### src/hdl/erq_pkg.sv
// ----------------------------------------------------------------------------
// erq_pkg
// Shared constants, word types, action codes and handshake structs for the
// event ring queue.
// ----------------------------------------------------------------------------
`timescale 1ns / 1ps

package erq_pkg;

    localparam int QUEUE_DEPTH = 16;
    localparam int EVENT_BITS  = 64;

    localparam int PTR_W = $clog2(QUEUE_DEPTH);
    localparam int CNT_W = $clog2(QUEUE_DEPTH + 1);

    localparam logic [2:0] ACT_ENQUEUE  = 3'd0;
    localparam logic [2:0] ACT_DEQUEUE  = 3'd1;
    localparam logic [2:0] ACT_PEEK     = 3'd2;
    localparam logic [2:0] ACT_PEEK_SEV = 3'd3;
    localparam logic [2:0] ACT_DROP     = 3'd4;
    localparam logic [2:0] ACT_GET_SEV  = 3'd5;

    typedef struct packed {
        logic [2:0]  action;
        logic [63:0] event_word;
        logic [7:0]  amount;
    } t_in_word;

    typedef struct packed {
        logic        ok;
        logic [63:0] out_event;
        logic [6:0]  handled;
        logic        last;
    } t_out_word;

    // Controller to datapath
    typedef struct packed {
        logic capture;
        logic do_single;
        logic do_step;
    } t_cmd;

    // Datapath to controller
    typedef struct packed {
        logic is_read;
        logic out_free;
        logic last;
    } t_status;

    // Ring pointer advance; pos + step stays below twice the depth.
    function automatic logic [PTR_W-1:0] ring_add(input logic [PTR_W-1:0] pos,
                                                  input logic [CNT_W-1:0] step);
        logic [CNT_W:0] sum;
        sum = (CNT_W + 1)'(pos) + (CNT_W + 1)'(step);
        if (sum >= (CNT_W + 1)'(QUEUE_DEPTH)) begin
            sum = sum - (CNT_W + 1)'(QUEUE_DEPTH);
        end
        return sum[PTR_W-1:0];
    endfunction

endpackage

### src/hdl/erq_ctrl.sv
// ----------------------------------------------------------------------------
// erq_ctrl
// Sequencer for the event ring queue: accept a word, then either finish it
// with one result or walk the slot memory one event at a time, each through a
// slot read (EXEC) and a step (FETCH) that waits for a free output register.
`timescale 1ns / 1ps

module erq_ctrl
    import erq_pkg::*;
(
    input  logic    i_clk,
    input  logic    i_rst_n,
    input  logic    i_in_valid,
    output logic    o_in_ready,
    input  t_status i_status,
    output t_cmd    o_cmd
);

    localparam logic [1:0] ST_IDLE  = 2'd0;
    localparam logic [1:0] ST_EXEC  = 2'd1;
    localparam logic [1:0] ST_FETCH = 2'd2;

    logic [1:0] r_state;
    logic [1:0] n_state;

    always_ff @(posedge i_clk) begin
        if (!i_rst_n) begin
            r_state <= ST_IDLE;
        end else begin
            r_state <= n_state;
        end
    end

    always_comb begin
        n_state         = r_state;
        o_cmd           = '0;
        o_in_ready      = 1'b0;
        case (r_state)
            ST_IDLE: begin
                o_in_ready = 1'b1;
                if (i_in_valid) begin
                    o_cmd.capture = 1'b1;
                    n_state       = ST_EXEC;
                end
            end
            ST_EXEC: begin
                // slot read at the walk position is issued in this cycle
                if (i_status.is_read) begin
                    n_state = ST_FETCH;
                end else if (i_status.out_free) begin
                    o_cmd.do_single = 1'b1;
                    n_state         = ST_IDLE;
                end
            end
            ST_FETCH: begin
                if (i_status.out_free) begin
                    o_cmd.do_step = 1'b1;
                    n_state       = i_status.last ? ST_IDLE : ST_EXEC;
                end
            end
            default: begin
                n_state = ST_IDLE;
            end
        endcase
    end

endmodule

### src/hdl/erq_datapath.sv
// ----------------------------------------------------------------------------
// erq_datapath
// Slot memory, ring pointers, fill level, captured word and output register.
// ----------------------------------------------------------------------------
`timescale 1ns / 1ps

module erq_datapath
    import erq_pkg::*;
(
    input  logic      i_clk,
    input  logic      i_rst_n,
    input  t_in_word  i_in_word,
    input  t_cmd      i_cmd,
    output t_status   o_status,
    input  logic      i_out_ready,
    output logic      o_out_valid,
    output t_out_word o_out_word
);

    logic [EVENT_BITS-1:0] r_mem [QUEUE_DEPTH];
    logic [EVENT_BITS-1:0] r_rdata;

    logic [2:0]            r_act;
    logic [EVENT_BITS-1:0] r_word;
    logic [CNT_W-1:0]      r_n;
    logic [CNT_W-1:0]      r_idx;
    logic [PTR_W-1:0]      r_rd_ptr;
    logic [PTR_W-1:0]      r_wr_ptr;
    logic [CNT_W-1:0]      r_fill;
    t_out_word             r_out;
    logic                  r_out_valid;

    logic [CNT_W-1:0]      n_n;
    logic [CNT_W-1:0]      idx_inc;
    logic [PTR_W-1:0]      rd_addr;
    logic                  full;
    logic                  read_act;
    logic                  remove;
    logic                  load;

    assign full     = (r_fill == CNT_W'(QUEUE_DEPTH));
    assign read_act = (r_act == ACT_DEQUEUE) || (r_act == ACT_PEEK)
                   || (r_act == ACT_PEEK_SEV) || (r_act == ACT_GET_SEV);
    assign remove   = (r_act == ACT_DEQUEUE) || (r_act == ACT_GET_SEV);
    assign idx_inc  = r_idx + 1'b1;
    assign rd_addr  = ring_add(r_rd_ptr, r_idx);
    assign load     = i_cmd.do_single || i_cmd.do_step;

    // events to emit or drop: single reads take one if any is there
    always_comb begin
        if ((i_in_word.action == ACT_DEQUEUE) || (i_in_word.action == ACT_PEEK)) begin
            n_n = (r_fill != '0) ? CNT_W'(1) : '0;
        end else if (i_in_word.amount < 8'(r_fill)) begin
            n_n = i_in_word.amount[CNT_W-1:0];
        end else begin
            n_n = r_fill;
        end
    end

    assign o_status.is_read  = read_act && (r_n != '0);
    assign o_status.out_free = !r_out_valid || i_out_ready;
    assign o_status.last     = (idx_inc == r_n);

    always_ff @(posedge i_clk) begin
        r_rdata <= r_mem[rd_addr];
        if (i_cmd.do_single && (r_act == ACT_ENQUEUE) && !full) begin
            r_mem[r_wr_ptr] <= r_word;
        end
    end

    always_ff @(posedge i_clk) begin
        if (i_cmd.capture) begin
            r_act  <= i_in_word.action;
            r_word <= i_in_word.event_word[EVENT_BITS-1:0];
            r_n    <= n_n;
            r_idx  <= '0;
        end else if (i_cmd.do_step) begin
            r_idx <= idx_inc;
        end
        if (load) begin
            if (i_cmd.do_step) begin
                r_out.ok        <= 1'b1;
                r_out.out_event <= 64'(r_rdata);
                r_out.handled   <= 7'(idx_inc);
                r_out.last      <= o_status.last;
            end else begin
                r_out.out_event <= '0;
                r_out.last      <= 1'b1;
                case (r_act)
                    ACT_ENQUEUE: begin
                        r_out.ok      <= !full;
                        r_out.handled <= full ? 7'd0 : 7'd1;
                    end
                    ACT_DROP: begin
                        r_out.ok      <= (r_n != '0);
                        r_out.handled <= 7'(r_n);
                    end
                    default: begin
                        r_out.ok      <= 1'b0;
                        r_out.handled <= '0;
                    end
                endcase
            end
        end
    end

    always_ff @(posedge i_clk) begin
        if (!i_rst_n) begin
            r_rd_ptr    <= '0;
            r_wr_ptr    <= '0;
            r_fill      <= '0;
            r_out_valid <= 1'b0;
        end else begin
            if (load) begin
                r_out_valid <= 1'b1;
            end else if (i_out_ready) begin
                r_out_valid <= 1'b0;
            end
            if (i_cmd.do_single && (r_act == ACT_ENQUEUE) && !full) begin
                r_wr_ptr <= ring_add(r_wr_ptr, CNT_W'(1));
                r_fill   <= r_fill + 1'b1;
            end else if (i_cmd.do_single && (r_act == ACT_DROP)) begin
                r_rd_ptr <= ring_add(r_rd_ptr, r_n);
                r_fill   <= r_fill - r_n;
            end else if (i_cmd.do_step && o_status.last && remove) begin
                r_rd_ptr <= ring_add(r_rd_ptr, r_n);
                r_fill   <= r_fill - r_n;
            end
        end
    end

    assign o_out_valid = r_out_valid;
    assign o_out_word  = r_out;

endmodule

### src/hdl/event_ring_queue_top.sv
// ----------------------------------------------------------------------------
// event_ring_queue_top
// Flow: a single result is loaded into the output register from EXEC; a read
//   walk issues a registered slot read in EXEC and loads the event in FETCH.
// Handshake: one word at a time; a read of n events walks EXEC and FETCH
//   once per event (one registered slot read per event).
//   Output stalls hold the sequencer until the output register is free.
// Reset: synchronous active low; clears pointers, fill level, sequencer and
//   output valid. Slot contents are not cleared and need no clearing pass.
// ----------------------------------------------------------------------------
`timescale 1ns / 1ps

module event_ring_queue_top
    import erq_pkg::*;
(
    input  logic      i_clk,
    input  logic      i_rst_n,
    // input channel
    input  logic      i_in_valid,
    output logic      o_in_ready,
    input  t_in_word  i_in_word,
    // result channel
    output logic      o_out_valid,
    input  logic      i_out_ready,
    output t_out_word o_out_word
);

    // Command and status between the sequencer and the datapath
    t_cmd    cmd;
    t_status status;

    // Sequencer: accept a word, finish it in one step or walk the slots
    erq_ctrl u_ctrl (
        .i_clk      (i_clk),
        .i_rst_n    (i_rst_n),
        .i_in_valid (i_in_valid),
        .o_in_ready (o_in_ready),
        .i_status   (status),
        .o_cmd      (cmd)
    );

    // Datapath: slot memory, ring state and the output register that
    // decouples a waiting result from the input side
    erq_datapath u_datapath (
        .i_clk       (i_clk),
        .i_rst_n     (i_rst_n),
        .i_in_word   (i_in_word),
        .i_cmd       (cmd),
        .o_status    (status),
        .i_out_ready (i_out_ready),
        .o_out_valid (o_out_valid),
        .o_out_word  (o_out_word)
    );

endmodule

### config.mk
export PLATFORM = sky130hd
export DESIGN_NAME = event_ring_queue_top
export DESIGN_NICKNAME = d
export VERILOG_FILES = /design/src/hdl/erq_pkg.sv /design/src/hdl/erq_ctrl.sv /design/src/hdl/erq_datapath.sv /design/src/hdl/event_ring_queue_top.sv
export SDC_FILE = /design/constraint.sdc
export NUM_CORES = 1
export LEC_CHECK = 0
export ABC_AREA = 0
export BUFFER_PORTS_ARGS = -buffer_cell sky130_fd_sc_hd__buf_4
export CAP_MARGIN = 25
export CORE_ASPECT_RATIO = 1.25
export CORE_UTILIZATION = 30
export DETAILED_ROUTE_END_ITERATION = 10
export PLACE_DENSITY = 0.43
export RECOVER_POWER = 50
export SYNTH_ARGS = -nofsm -noshare
export SYNTH_HDL_FRONTEND = slang
export SYNTH_SLANG_ARGS = --single-unit
### constraint.sdc
create_clock -name i_clk -period 6.9 [get_ports i_clk]
set_input_delay 0.69 -clock i_clk [delete_from_list [all_inputs] [get_ports i_clk]]
set_output_delay 0.69 -clock i_clk [all_outputs]
set_load 0.005 [all_outputs]
======== Word level (Yosys, flattened, before mapping) ========
Memories as Yosys holds them, arrays and structs flattened. A register that Yosys moved wholly into a read port is not among the register bits.
Cells that the tools add are included.
storage, ports and cells
  output and inout bits ................... 75
  bits in registers ....................... 166
  memories kept ........................... 1
  RAM bits ................................ 1,024
  word-level logic and storage cells ...... 99
  input port bits ......................... 79
memories
  name              depth  width  read ports  clocked after memory_dff  wr ports  line                RTL
  u_datapath.r_mem  16     64     1           1                         1         erq_datapath.sv:20  logic [EVENT_BITS-1:0] r_mem [QUEUE_DEPTH];
cells by class
  bitwise operators ....................... 1
  magnitude comparators ................... 4
  $add $sub $neg .......................... 9
  reductions and logical operators ........ 24
  mux-type cells .......................... 32
  equal/unequal tests ..................... 14
operator list
  kind                   number
  $mux W5                5
  $mux W4                5
  $mux W1                14
  $add A4 B5 Y6          2
  $ge A6 B5 Y1 const B   2
  $sub A4 B1 Y4 const B  3
  $add A5 B1 Y5 const B  2
  $pmux W5 S2            1
  $reduce_bool A5 Y1     2
  $eq A3 B2 Y1 const B   3
  $lt A8 B5 Y1           1
  $mux W2                4
  $logic_or A1 B1 Y1     7
  $eq A3 B1 Y1 const B   2
  $eq A3 B3 Y1 const B   2
  $logic_and A1 B1 Y1    6
  $mux W6                1
  $pmux W2 S3            1
  $add A4 B1 Y5 const B  1
  $eq A5 B5 Y1           1
  $eq A5 B5 Y1 const B   1
  $ge A5 B5 Y1 const B   1
  $sub A5 B5 Y5          1
  $ne A2 B2 Y1 const B   2
  other kinds (12)       14

======== Depth between registers and ports, before layout ========
Gate-level depths: netlist of the first run.
  depth in word-level cells ............... 11
  mapped depth ............................ 17
  mapped depth without buffers ............ 16

======== Hierarchy ========
From an unflattened synthesis of the first run, not the netlist that was laid out.
second synthesis, totals
  cell total of the unflattened synthesis .. 2,299
  area total of the unflattened synthesis .. 46,907.5 um^2
by module, submodules not included
  module        cells an instance  seq. area each (um^2)  area each (um^2)  times used
  erq_datapath  2,286              36,705.2               46,784.9          1
  erq_ctrl      13                 40.0                   122.6             1

======== Worst setup path before layout of the first run ========
OpenSTA, ideal clock, no wires.
  path type ............................... reg-to-reg
  start point ............................. register u_datapath.r_n[1]
  end point ............................... memory u_datapath.r_mem[0][0], enable pin
  clock period less this slack ............ 6.676 ns
  buffers on the path ..................... 1
  stages on the path, launching flop included .. 10
  arrival ................................. 6.112 ns
  data required time ...................... 6.335 ns
  slack ................................... 0.224 ns
  library setup time ...................... 0.565 ns
  cells stage by stage .................... edfxtp_1 -> inv_1 -> ha_1 -> nor3b_1 -> ha_1 -> a21oi_2 -> nor3_2 -> buf_2 -> nand2_1 -> nor3_1
between the ends
  word-level cells in the longest chain between the ends .. 8
RTL lines
  element                            line                RTL
  start, declared                    erq_datapath.sv:25  logic [CNT_W-1:0] r_n;
  start signal, assigned             erq_datapath.sv:75  r_n <= n_n;
  $reduce_bool A5 Y1                 erq_datapath.sv:60  assign o_status.is_read = read_act && (r_n != '0);
  $logic_and A1 B1 Y1                erq_datapath.sv:60
  $mux W1                            erq_ctrl.sv:48      if (i_status.is_read) begin
  $mux W1                            erq_ctrl.sv:38      case (r_state)
  $logic_and A1 B1 Y1 (2 in series)  erq_datapath.sv:66  if (i_cmd.do_single && (r_act == ACT_ENQUEUE) && !full) begin
  $mux W1                            erq_datapath.sv:66
  $mux W1 (implied by the code)      erq_datapath.sv:67  r_mem[r_wr_ptr] <= r_word;
  end, declared                      erq_datapath.sv:20
Every way passes these cells.

==> results of run 1 <==
==> path summary, 6_finish.rpt <==
path | end | slack, ns | depth (start not counted)
setup / recovery | u_datapath.r_word[50]$_DFFE_PP_ | 2.84 | 3
hold / removal | u_datapath.r_word[41]$_DFFE_PP_ | 0.11 | 1
setup reg to reg | u_datapath.r_word[50]$_DFFE_PP_ | 2.84 | 3
hold reg to reg | u_datapath.r_rd_ptr[2]$_SDFFE_PN0P_ | 0.49 | 2
==> power breakdown <==
part / total [mW] / switching, mW / internal, mW
Clock: 7.10 / 3.00 / 4.10
Sequential: 8.56 / 0.142 / 8.42
Combinational: 0.514 / 0.267 / 0.247
==> Yosys cell counts, types with 2 or more instances <==
cell type  count  area [µm²]
edfxtp_1    1167       35000
nand2_1      284        1070
mux4_2       256        5770
and3_1       130         813
dfxtp_1       85        1700
clkbuf_1      79         297
a31oi_1       67         419
nor2_1        33         124
buf_2         21         105
ha_1          21         263
inv_1         17        63.8
o21ai_0       17        85.1
a21oi_1       15        75.1
xnor2_1       14         123
buf_4         12        90.1
xor2_1         9        78.8
nand2b_1       8        50.1
buf_1          7        26.3
a21o_1         6        45.0
nor3_1         6        30.0
mux2i_1        5        50.1
nor2b_1        5        31.3
nand3_1        4        20.0
fa_1           3        60.1
or3_1          3        18.8
a21oi_2        2        17.5
a22o_1         2        17.5
nor3b_1        2        15.0
nor4_1         2        12.5
o31ai_1        2        15.0
==> per-layer routing <==
metal	vias up	share of wire	global-route usage
met1	12005	0.42	0.189
met5	-	0	0
met3	157	0.043	0.0259
met4	0	0.021	0.0434
li1	9695	-	-
met2	461	0.51	0.261
==> state kept, by name (all words and copies together) (netlist names) <==
| signal | count |
|---|---|
| u_datapath.o_out_valid | 1 |
| u_datapath.r_idx | 5 |
| u_datapath.r_fill | 5 |
| u_datapath.r_mem | 1024 |
| u_datapath.r_act | 3 |
| u_datapath.r_rd_ptr | 4 |
| u_datapath.r_rdata | 64 |
| u_datapath.r_wr_ptr | 4 |
| u_datapath.r_word | 64 |
| u_ctrl.r_state | 2 |
| u_datapath.r_n | 5 |
| u_datapath.o_out_word | 71 |
==> cells in the final DEF, fill, tap and decap left out, types with 4 or more instances in the layout <==
cell,count
a21o_1,6
a21oi_1,15
a31oi_1,68
and3_1,130
buf_12,7
buf_4,65
bufinv_16,7
clkbuf_1,85
clkbuf_16,137
clkbuf_4,92
clkbuf_8,12
clkinv_1,9
clkinv_2,14
clkinv_8,6
dfxtp_1,85
edfxtp_1,1167
ha_1,20
inv_1,17
mux2i_1,5
mux4_2,256
nand2_1,284
nand2b_1,7
nand3_1,4
nor2_1,21
nor2_4,12
nor2b_1,5
nor3_2,5
o21ai_0,17
xnor2_1,12
xor2_1,7
==> layout make-up <==
cell class / instances / area, µm²
Fill cell: 14449 / 99500
Sequential cell: 1252 / 36700
Multi-Input combinational cell: 914 / 9560
Clock buffer: 202 / 3790
Tap cell: 2037 / 2550
Timing Repair Buffer: 200 / 1530
Clock inverter: 46 / 552
Inverter: 17 / 63.8
Antenna cell: 2 / 5.00
==> logic make-up (layout without fill, tap and decap cells) <==
kind of cell / after synthesis / count (layout)
AO/OA/AOI/OAI: 119 / 119
buffers and inverters: 137 / 465
AND/OR/NAND/NOR: 484 / 484
XOR/XNOR: 24 / 24
adder cells (fa/ha/maj): 24 / 24
flip-flops: 1252 / 1252
other: 1 / 4
multiplexers: 261 / 261
==> results_dict.tcl, run 1 <==
set metrics [dict create \
    finalHoldViolations 0 \
    crit_chain "nor2_1 > and2_0 > buf_4" \
    io_pins 154 \
    worstPathArrival_ns 4.45 \
    yosys_register_bits 1252 \
    cts.repair.resized 0 \
    synth_compound_gate_area_share 0.0162 \
    hpwl_mm 64.3 \
    hp-class "in -> reg" \
    grt_overflow 0 \
    finalNonFillerCells 4670 \
    grt_pass1_wl_mm 171 \
    synth_async_sr_flop_share 0 \
    dr.first_iter.drc_count 1552 \
    cts_root_buf "clkbuf_16" \
    vias_per_cell 4.78 \
    synth-adder-area-share 0.00691 \
    fin_skew_ns 0.0486 \
    final_layout_size_suffix_gt1_frac 0.243 \
    synth_flop_cell "edfxtp_1" \
    clk_path_buf_depth 3 \
    max_slew_margin -0.961 \
    max_freq_mhz 246 \
    dp_cells 4420 \
    period_minus_slack_ns 4.06 \
    ys_types 48 \
    final.period_utilization 0.588 \
    synth_warnings 0 \
    muxShareOfSynthArea 0.124 \
    p_per_area_nw_per_um2 295 \
    finalNetCount 2622 \
    hold_buffers 0 \
    ant_nets 0 \
    layout_setup_ws_ns 2.84 \
    setup_tns_ns 0 \
    final_cell_area_um2 54800 \
    cts_buffers 134 \
    post_cts_buffers 0 \
    final_util 0.355 \
    grt_max_degree 98 \
    cpMaxStageDelayCell "and2_0" \
    die_w_um 355 \
    cts.sinks 1252 \
    cp_top_family "simple AND/OR/NAND/NOR gates" \
    pre_cts_ws_ns 2.33 \
    wl_per_cell_um 24.9 \
    die-area_um2 157000 \
    worstPathRequired_ns 7.29 \
    violations "capacitance limit, slew limit" \
    synth_enable_flop_cells 1167 \
    io_buffers 151 \
    drtPass1Iterations 5 \
    worst-path-buf-inv 1 \
    vias 22318 \
    setup_viol 0 \
    antenna_found_initial 5 \
    cp-end-kind "register" \
    worst-setup-path-type "reg -> reg" \
    worst_slew_pin_slew_ns 2.94 \
    path_clk_slew_ns 0.06 \
    slew_violations 32 \
    globalplace.congestion 0.714 \
    tritoncts "built" \
    power.total_mw 16.2 \
    crit_start "u_ctrl.r_state[1]$_SDFFE_PN0P_" \
    syn_area_um2 46700 \
    syn2layout_area_growth_pct 17.3 \
    clk_latency_ns 0.77 \
    drc 0 \
    htreeDepth 4 \
    synth_area_per_cell_um2 20.3 \
    synth_top_family_by_area "multiplexers" \
    rsz0062_at_grt "no" \
    r2r_start "u_ctrl.r_state[1]$_SDFFE_PN0P_" \
    yosys.area_share.simple 0.0482 \
    grt_pass1_vias 24526 \
    drv_cap 1 \
    synth_seq_area_share 0.787 \
    syn_inst 2302 \
    holdCritStartpoint "i_in_word[49]" \
    grt_usage 0.149 \
    place_area_um2 50600 \
    start_util 0.303 \
    synthXorXnorAreaFrac 0.00485 \
    ir_worst_vdd_v 0.000266 \
    drt_wl_total_mm 116 \
    p_leak_nw 17.9 \
    critPathMaxStageDelay_ns 2.14 \
    outcome "finished, violations left" \
    startpoint_type "register" \
    rows 161 \
    hold_slack_ns 0.112 \
    core_area_um2 154000 \
    fp.dieH_um 443 \
    path_max_fanout 44 \
]
Power figures use the tool's default switching activity.
==> run 2: changes to the inputs <==
ABC_AREA = 1   (was 0)
PLACE_DENSITY = 0.41   (was 0.43)
clock period = 4.2 ns   (was 6.9 ns; I/O delays follow)
==> run 2 against run 1 <==
  * The run still ends with capacitance limit, slew limit left
  * Routed wire length grew 8.3%
  * Area after synthesis is 4.2% higher
  * Non-clock buffer count increased by 98
  * Synthesized cell count up 45%
  * Clock power is 61% higher
  * Sequential share of layout area down 3.2 points
  * Sequential cell count unchanged
  * Die area increased by 4.2%
  * Global-route usage is 0.34 points higher
  * Critical path type is now in -> reg
  * Largest power group unchanged
==> results_dict.tcl, run 2 <==
set metrics [dict create \
    final_common_cell "edfxtp_1" \
    finalHoldViolations 0 \
    max_freq_mhz 273 \
    grt_usage 0.153 \
    ys_types 35 \
    crit_chain "dlygate4sd3_1 > buf_4 > nor2_1 > inv_1 > nand2_1 > inv_1 > nor2_1 > inv_2 > o22ai_1" \
    grt_pass1_vias 27260 \
    synth_warnings 0 \
    htreeDepth 4 \
    cp_top_family "simple AND/OR/NAND/NOR gates" \
    pwr-share-seq 0.530 \
    multiInputGateArea_um2 9680 \
    cts_root_buf "clkbuf_16" \
    grt_pass1_wl_mm 186 \
    clk_path_buf_depth 3 \
    outcome "finished, violations left" \
    switchingPower_mw 5.83 \
    largest_reg_flops 1024 \
    finalNetCount 3674 \
    fin_skew_ns 0.0264 \
    p_per_area_nw_per_um2 462 \
    io_buffers 151 \
    pre_cts_ws_ns 0.606 \
    globalplace.congestion 0.755 \
    startpoint_type "primary input" \
    path_max_fanout 37 \
    syn_area_um2 48700 \
    tritoncts "built" \
    syn2layout_area_growth_pct 18.2 \
    cpMaxStageDelayCell "nand2_1" \
    fp.dieH_um 452 \
    io_pins 154 \
    ff_latch_area_um2 36700 \
    fillerInstances 15526 \
    synth_common_cells "1,167 x edfxtp_1, 364 x inv_1, 276 x a21oi_1" \
    syn_inst 3332 \
    rsz0062_at_grt "no" \
    worstPathRequired_ns 4.83 \
    vias 27053 \
    antenna_found_initial 1 \
    drc 0 \
    dr.first_iter.drc_count 1654 \
    synth_area_per_cell_um2 14.6 \
    ant_nets 0 \
    hold_slack_ns 0.0312 \
    final_layout_size_suffix_gt1_frac 0.117 \
    ir_worst_vdd_v 0.000341 \
    cts.sinks 1252 \
    synth_seq_area_share 0.755 \
    path_clk_slew_ns 0.06 \
    hpwl_mm 66.5 \
    cts.repair.resized 0 \
    violations "capacitance limit, slew limit" \
    p_clk_frac 0.429 \
    hp-class "in -> reg" \
    hold_buffers 70 \
    worst-setup-path-type "in -> reg" \
    yosysTopAreaCell "edfxtp_1" \
    vias_per_cell 4.64 \
    regMostFlops "u_datapath.r_mem" \
    grt_overflow 0 \
    grt_max_degree 129 \
    max_slew_margin -0.525 \
    die_w_um 362 \
    synth_enable_flop_cells 1167 \
    cts_buffers 135 \
    synth_flop_cell "edfxtp_1" \
    slew_violations 72 \
    place_area_um2 52700 \
    synth_top_area_share 0.720 \
    p_leak_nw 19.6 \
    drt_wl_total_mm 126 \
    wl_per_cell_um 21.6 \
    yosys_register_bits 1252 \
    drv_cap 2 \
    worstPathArrival_ns 4.29 \
    rows 164 \
    worst_slew_pin_slew_ns 2.28 \
    final_cell_area_um2 57500 \
    final_cell_mix "1,167 x edfxtp_1, 363 x inv_1, 276 x a21oi_1" \
    reg2reg_slack_ns 0.54 \
    drtPass1Iterations 5 \
    layout_setup_ws_ns 0.541 \
    final_util 0.359 \
    die-area_um2 164000 \
    setup_viol 0 \
    switching_share 0.219 \
    yosys-top-cells-area "edfxtp_1 72%, mux2i_1 5.3%, o211ai_1 3.9%" \
    period_minus_slack_ns 3.66 \
    p_int_mw 20.8 \
    clk_latency_ns 0.77 \
    core_area_um2 160000 \
    start_util 0.303 \
    cp-end-kind "register" \
    worst-path-buf-inv 5 \
    critPathMaxStageDelay_ns 1.63 \
    yosysMostFrequentCell "edfxtp_1" \
    post_cts_buffers 0 \
    combPwrFrac 0.041 \
    synth_async_sr_flop_share 0 \
    final.period_utilization 0.871 \
]
==> run 2: cell types whose count changed in the layout (fill, tap and decap cells not counted), moves of 36 or more <==
cell,change
a31oi_1,-67
mux2i_1,+251
o211ai_1,+255
mux4_2,-256
o21ai_1,+190
inv_1,+346
a21oi_1,+261
nor2_1,+62
clkbuf_4,+36
o21ai_0,+132
nand3_1,+86
dlygate4sd3_1,+70
and3_1,-130
nand2_1,-149
==> run 2: worst paths after layout <==
path | start | to | cells past startpoint
setup / recovery | i_out_ready | u_datapath.r_idx[1]$_SDFFE_PP0P_ | 9
hold / removal | i_in_valid | u_datapath.r_idx[0]$_SDFFE_PP0P_ | 4
setup reg to reg | u_datapath.o_out_valid$_SDFFE_PN0P_ | u_datapath.r_idx[1]$_SDFFE_PP0P_ | 8
hold reg to reg | u_datapath.r_rd_ptr[2]$_SDFFE_PN0P_ | u_datapath.r_rd_ptr[2]$_SDFFE_PN0P_ | 2
==> run 2: final cells by class <==
type                            count  area share
Sequential cell                  1252       0.639
Multi-Input combinational cell   1513       0.168
Clock buffer                      183      0.0645
Timing Repair Buffer              298      0.0491
Tap cell                         2158      0.0469
Inverter                          371      0.0244
Clock inverter                     59     0.00811
Antenna cell                        1   0.0000435
==> run 2: per-stage QoR <==
stage | TNS, ns | cells | total power, mW
2_1_floorplan | -457.99 | 3333 | 14.9
3_3_place_gp | 0 | 5522 | 15.5
4_1_cts | 0 | 5834 | 27.0
3_5_place_dp | 0 | 5522 | 15.4
6_report | 0 | 5835 | 26.6
5_1_grt | 0 | 5835 | 27.6
==> run 2: power groups by stage <==
stage | clock (mW) | sequential [mW] | combinational, mW
2_1_floorplan | 0 | 14.2 | 0.699
3_3_place_gp | 0 | 14.4 | 1.08
3_5_place_dp | 0 | 14.4 | 1.08
4_1_cts | 11.8 | 14.1 | 1.13
5_1_grt | 12.2 | 14.1 | 1.21
6_report | 11.4 | 14.1 | 1.09
==> run 2: worst register-to-register path, cell delays in order, from the launching register on <==
cell and delay [ns]:
dfxtp_1 0.32, inv_1 0.04, nor2_1 0.24, inv_1 0.10, nand2_1 1.63, inv_1 0.56, nor2_1 0.36, inv_2 0.14
o22ai_1 0.14
==> run 2: cells by family (layout without fill, tap and decap cells) <==
group           after synthesis  count (layout)  synth area share
flops                      1252            1252             0.755
other cells                   1               3         0.0000770
buf+inv                     568             911            0.0502
compound gates              876             876             0.103
mux                         256             256            0.0526
xor+xnor                     12              12           0.00216
simple gates                343             343            0.0301
fa+ha+maj                    24              24           0.00663
==> run 2: per-layer routing <==
layer | track usage | routed length [µm] | up-vias
met3 | 0.0218 | 4190 | 166
met4 | 0.0457 | 2630 | 0
met1 | 0.207 | 58500 | 13639
li1 | - | - | 12782
met2 | 0.253 | 60400 | 466
met5 | 0 | 0 | -
